<file path="src/sv/pur_pkg.sv">
`timescale 1ns / 1ps
// ----------------------------------------------------------------------------
// pur_pkg: shared types and constants of the png row unfilter
// Sizes of the row store and pixel history, filter type codes, register
// indexes and the neighbour bundle passed to the predictor.
// ----------------------------------------------------------------------------
package pur_pkg;

    // sizes
    localparam int MAX_ROW_BYTES   = 4096;
    localparam int MAX_PIXEL_BYTES = 8;
    localparam int ADDR_W          = $clog2(MAX_ROW_BYTES);
    localparam int COL_W           = ADDR_W + 1;
    localparam int PIX_IDX_W       = $clog2(MAX_PIXEL_BYTES);
    localparam int PIX_W           = PIX_IDX_W + 1;

    // filter type codes
    localparam logic [7:0] FLT_NONE  = 8'd0;
    localparam logic [7:0] FLT_SUB   = 8'd1;
    localparam logic [7:0] FLT_UP    = 8'd2;
    localparam logic [7:0] FLT_AVG   = 8'd3;
    localparam logic [7:0] FLT_PAETH = 8'd4;
    localparam logic [7:0] BAD_FILTER_BYTE = 8'hFF;

    // register indexes, taken from paddr bit 2
    localparam logic REG_ROW_BYTES   = 1'b0;
    localparam logic REG_PIXEL_BYTES = 1'b1;

    // left, above and upper-left neighbours of one byte
    typedef struct packed {
        logic [7:0] a;
        logic [7:0] b;
        logic [7:0] c;
    } t_nbr;

endpackage

</file>
<file path="src/sv/pur_predict.sv">
`timescale 1ns / 1ps
// ----------------------------------------------------------------------------
// pur_predict: filter reconstruction of one byte
// None, Sub, Up, Average and full-precision Paeth; unknown types give 0xff.
// ----------------------------------------------------------------------------
module pur_predict (
    input  logic [7:0]    i_filter,
    input  logic [7:0]    i_x,
    input  pur_pkg::t_nbr i_nbr,
    output logic [7:0]    o_byte
);

    logic [8:0]         avg_sum;
    logic signed [10:0] d_a;
    logic signed [10:0] d_b;
    logic signed [10:0] d_c;
    logic [10:0]        p_a;
    logic [10:0]        p_b;
    logic [10:0]        p_c;
    logic [7:0]         paeth;

    // paeth distances
    always_comb begin
        d_a = $signed({3'b000, i_nbr.b}) - $signed({3'b000, i_nbr.c});
        d_b = $signed({3'b000, i_nbr.a}) - $signed({3'b000, i_nbr.c});
        d_c = d_a + d_b;
        p_a = d_a[10] ? 11'(-d_a) : 11'(d_a);
        p_b = d_b[10] ? 11'(-d_b) : 11'(d_b);
        p_c = d_c[10] ? 11'(-d_c) : 11'(d_c);
        if ((p_a <= p_b) && (p_a <= p_c)) begin
            paeth = i_nbr.a;
        end else if (p_b <= p_c) begin
            paeth = i_nbr.b;
        end else begin
            paeth = i_nbr.c;
        end
    end

    assign avg_sum = {1'b0, i_nbr.a} + {1'b0, i_nbr.b};

    // filter select
    always_comb begin
        case (i_filter)
            pur_pkg::FLT_NONE:  o_byte = i_x;
            pur_pkg::FLT_SUB:   o_byte = i_x + i_nbr.a;
            pur_pkg::FLT_UP:    o_byte = i_x + i_nbr.b;
            pur_pkg::FLT_AVG:   o_byte = i_x + avg_sum[8:1];
            pur_pkg::FLT_PAETH: o_byte = i_x + paeth;
            default:            o_byte = pur_pkg::BAD_FILTER_BYTE;
        endcase
    end

endmodule

</file>
<file path="config.mk">
export PLATFORM = sky130hd
export DESIGN_NAME = pur_predict
export DESIGN_NICKNAME = d
export VERILOG_FILES = /design/src/sv/pur_pkg.sv /design/src/sv/pur_predict.sv
export SDC_FILE = /design/constraint.sdc
export NUM_CORES = 1
export LEC_CHECK = 0
export ABC_CLOCK_PERIOD_IN_PS = 23200
export BUFFER_PORTS_ARGS = -buffer_cell sky130_fd_sc_hd__clkbuf_2
export CAP_MARGIN = 20
export CORE_UTILIZATION = 35
export DETAILED_ROUTE_END_ITERATION = 10
export GPL_ROUTABILITY_DRIVEN = 0
export PLACE_DENSITY_LB_ADDON = 0.05
export REMOVE_ABC_BUFFERS = 1
export SLEW_MARGIN = 20
export SYNTH_ARGS = -nofsm -noshare
export SYNTH_HDL_FRONTEND = slang
export SYNTH_SLANG_ARGS = --single-unit
</file>
<file path="constraint.sdc">
create_clock -name vclk -period 23.2
set_input_delay 3.48 -clock vclk [all_inputs]
set_output_delay 3.48 -clock vclk [all_outputs]
set_load 0.02 [all_outputs]
</file>
* After elaboration in Yosys (flattened, before gate mapping)
Cells that the tools add are included.
Word-level totals: input port bits 40, logic and storage cells 26, output and inout port bits 8, bits in registers 0
Operators by class: equal/unequal tests 4, $add $sub $neg 11, multiplexer cells 6, magnitude comparators 3, reductions and logical operators 2
Operator list (count):
- $pmux 8 s5 | 1
- $le 11x11->1 | 3
- $mux 11 | 3
- $add 8x8->8 | 4
- $neg 9->11 | 2
- $sub 8x8->9 | 2
- $eq 8x2->1 const B | 2
- $mux 8 | 2
- $neg 10->11 | 1
- $add 9x9->10 | 1
- $add 8x8->9 | 1
- $eq 8x1->1 const B | 1
- $eq 8x3->1 const B | 1
- $logic_not 8->1 | 1
- $logic_and 1x1->1 | 1

* Longest topological paths before layout
depth in word-level cells 9, gate-level depth with buffers 36, gate-level depth less buffers 36

* Worst setup path after synthesis
OpenSTA, ideal clock, no wires.
path kind input port to output port, start input port i_nbr[8] (netlist bit), end output port o_byte[7], stages 33, setup slack 9.815 ns, arrival time 9.905 ns, data required time 19.720 ns, path buffers 1, cells stage by stage inv_1 ha_1 inv_1 fa_1 xnor2_1 inv_1 ha_1 o21ai_0 o21bai_1 a21o_1 a41oi_2 o31ai_4 maj3_2 o21ai_4 o21ai_0 xor2_1 ha_1 and3_1 and3_1 a221oi_1 o22ai_4 buf_2 a211oi_1 ha_1 a21oi_1 nand2_1 a21o_1 a21oi_1 o21bai_1 a21oi_1 xnor2_1 a2bb2oi_1 o211ai_1
Between the ends: longest elaborated chain between the ends 9, elaborated cells between the ends (all ways) 17, classes of those cells add/sub (8); order compare (3); mux (5); reduce/logical (1)
Ends and longest elaborated chain:
- from (decl) | line pur_predict.sv:9 | input pur_pkg::t_nbr i_nbr,
- $sub 8x8->9 | line pur_predict.sv:24 | d_a = $signed({3'b000, i_nbr.b}) - $signed({3'b000, i_nbr.c});
- $add 9x9->10 | line pur_predict.sv:26 | d_c = d_a + d_b;
- $neg 10->11 | line pur_predict.sv:29 | p_c = d_c[10] ? 11'(-d_c) : 11'(d_c);
- $mux 11 | line pur_predict.sv:29
- $le 11x11->1, on equally long branches | line pur_predict.sv:32, pur_predict.sv:30
- $mux 8 or $logic_and 1x1->1 (tied branches) | line pur_predict.sv:32, pur_predict.sv:30
- $mux 8 | line pur_predict.sv:30 | if ((p_a <= p_b) && (p_a <= p_c)) begin
- $add 8x8->8 | line pur_predict.sv:48 | pur_pkg::FLT_PAETH: o_byte = i_x + paeth;
- $pmux 8 s5 (*) | line pur_predict.sv:43 | case (i_filter)
- to (decl) | line pur_predict.sv:10 | output logic [7:0] o_byte
Mark *: on every way between the ends. The rest lies on a longest branch, timed or not.

* Worst setup path in the final report
start input port i_nbr[16] (netlist bit), end output port o_byte[7]
Between the ends: longest elaborated chain between the ends 9, elaborated cells between the ends (all ways) 17, classes of those cells add/sub (8); order compare (3); mux (5); reduce/logical (1)
Ends and longest elaborated chain:
- $sub 8x8->9 | line pur_predict.sv:25 | d_b = $signed({3'b000, i_nbr.a}) - $signed({3'b000, i_nbr.c});
- $add 9x9->10 | line pur_predict.sv:26
- $neg 10->11 | line pur_predict.sv:29
- $mux 11 | line pur_predict.sv:29
- $le 11x11->1, on equally long branches | line pur_predict.sv:32, pur_predict.sv:30
- $mux 8 or $logic_and 1x1->1 (tied branches) | line pur_predict.sv:32, pur_predict.sv:30
- $mux 8 | line pur_predict.sv:30
- $add 8x8->8 | line pur_predict.sv:48
- $pmux 8 s5 (*) | line pur_predict.sv:43
Marked as above.

==> qor.yml <==
status:
  status: "complete, no violations"
place:
  place_hpwl_um: 8760
  post-place-cells: 638
  portBuffers: 48
critical_path:
  endpoint_kind: "output port"
  start_kind: "primary input"
  critPathBufInv: 4
  worstSetupPathType: "in2out"
  critPathTopFamily: "compound AO/OA/AOI/OAI gates"
  crit_slowest_cell: "a41oi_2"
  critPathMaxStageDelay_ns: 0.53
  worst_path_most_repeated_cell: "a21oi_1"
  required_ns: 19.72
  cp.arrival_ns: 10.99
  crit_path_max_fanout: 10
route:
  viasPerCell: 5.25
  drt-total-wl_um: 9760
  drt-initial-drc-count: 126
  ant_nets: 0
  drc: 0
  detailroute.via_count: 3349
  dr.pass1.iters: 4
  post_drt_wl_per_cell_um: 15.3
floorplanning:
  dieArea_mm2: 0.0102
  rows: 35
  ioPinCount: 48
  start_util_pct: 36.6
  die-height_um: 101
  core_area_mm2: 0.00937
  die_w_um: 101
min_path:
  min_path_type: "in2out"
global_routing:
  grt_pass1_wl_um: 15700
  antenna_found_initial: 0
  grt_max_degree: 17
  grt_pass1_vias: 3145
  grtUsageTotal_pct: 19.5
  gr-total-overflow: 0
synth:
  syn_inst: 458
  synth_top_cell_by_area: "ha_1"
  yosys_warnings: 0
  synth_area_leaders: "ha_1 27%, xnor2_1 9.2%, a21oi_1 5.8%, inv_1 4.6%, o21ai_0 3.5%"
  syn_area_per_cell_um2: 7.50
  yosysTopAreaCellShare_pct: 26.6
  ys_seq_area_share_pct: 0
  synth_area_mm2: 0.00343
  yosysUniqueCellTypes: 65
layout:
  fillers: 1046
  n_sequential_cell: 0
  regArea_um2: 0
  clockBufferCount: 0
  layout-drive-gt1-share_pct: 14.7
  insertedDiodeCount: 0
  synthToLayoutAreaGrowth_pct: 11.9
  nets: 629
  fin_cells: 638
cts:
  cts_setup_buffers: 0
  ctsResizeCount: 0
  hold_buffers: 0
timing:
  worst_pin_slew_ns: 0.734
  setup_tns_ns: 0
  finalSetupViolCount: 0
  rsz0062_at_grt: "no"
  fin_crit_ns: 14.47
  min_period_over_period_pct: 62.4
  max_freq_mhz: 69.1
  final-max-slew-violation-count: 0
  relSlewSlack_pct: 50.6
  hold_viol_final: 0
pwr:
  ir_drop_mv: 0.0297
  p_total_uw: 259
  pwr_density_cell_mw_per_mm2: 67.4
  cellLeakagePower_uw: 0.00182
flow_run:
  drv_cap: 0
-- cells by family (layout without fill, tap and decap cells) --
logic type | after synthesis | in the layout | synth area share (%)
other | 2 | 10 | 0.219
xor gates and xnor gates | 49 | 49 | 12.5
and+or+nand+nor | 128 | 128 | 19.6
AOI/OAI and AO/OA | 140 | 140 | 28.7
adders and majority gates | 80 | 80 | 30.2
buffers and inverters | 48 | 91 | 5.50
muxes | 11 | 11 | 3.35
-- path summary, 6_finish.rpt --
| kind | cells after the start | start | endpoint |
|---|---|---|---|
| max | 35 | i_nbr[16] | o_byte[7] |
| min | 4 | i_x[7] | o_byte[7] |
-- metrics by stage --
step	setup slack, ns	instance area, um2	util, %	hold slack, ns
after floorplan	9.85	3430	-	7.16
after global placement	8.77	3840	41.0	7.34
after detailed placement	8.70	3840	41.0	7.36
final	8.73	3840	41.0	7.36
after CTS	8.69	3840	41.0	7.36
after global routing	7.98	3840	41.0	7.40
-- report_power, final --
part           total, uW  internal [uW]  switching (uW)
Sequential             0              0               0
Combinational        259            107             152
Clock                  0              0               0
Total                259            107             152
-- layout make-up --
| cell class | instances | area [um2] | area share [%] |
|---|---|---|---|
| tap | 129 | 161 | 4.20 |
| timing repair buffer | 49 | 248 | 6.45 |
| inverter | 42 | 158 | 4.10 |
| multi-input combinational | 418 | 3270 | 85.2 |
-- Yosys cell counts (all sizes together), types with 2 or more instances --
cell	number
fa	5
a41oi	2
a31oi	6
o31a	3
xor2	13
nand4	3
o211ai	2
a211o	2
o22ai	2
nand3b	2
a221oi	6
o21bai	9
mux2i	7
buf	6
nor4	3
nor2b	8
xnor2	36
nand2	32
and2	5
a21oi	40
o21ai	26
nand3	9
ha	73
a21o	14
inv	42
o221ai	2
conb	2
nor3	12
nand2b	5
a211oi	7
nor2	31
maj3	2
or2	4
mux2	4
and3	5
and4	4
o21a	8
o31ai	4
-- cells in the final DEF, fill, tap and decap left out, types with 4 or more instances in the layout --
master    synthesis  final
ha_1             73     73
clkbuf_2          0     48
inv_1            42     42
a21oi_1          40     40
xnor2_1          36     36
nand2_1          32     32
nor2_1           29     29
o21ai_0          24     24
a21o_1           13     13
xor2_1           13     13
nor3_1           10     10
conb_1            2     10
nand3_1           9      9
o21bai_1          9      9
nor2b_1           8      8
o21a_1            8      8
mux2i_1           7      7
a31oi_1           6      6
a211oi_1          6      6
a221oi_1          5      5
nand2b_1          5      5
and3_1            5      5
fa_1              5      5
and2_1            4      4
mux2_2            4      4
and4_1            4      4
-- metal layers --
layer  vias to the layer above  wire (um)  GRT usage [%]
met2                        55       4450           32.8
met3                         6        259          0.347
li1                       1760          -              -
met4                         0         64           1.34
met5                         -          0              0
met1                      1528       4980           28.7
(Power assumes the default switching activity.)
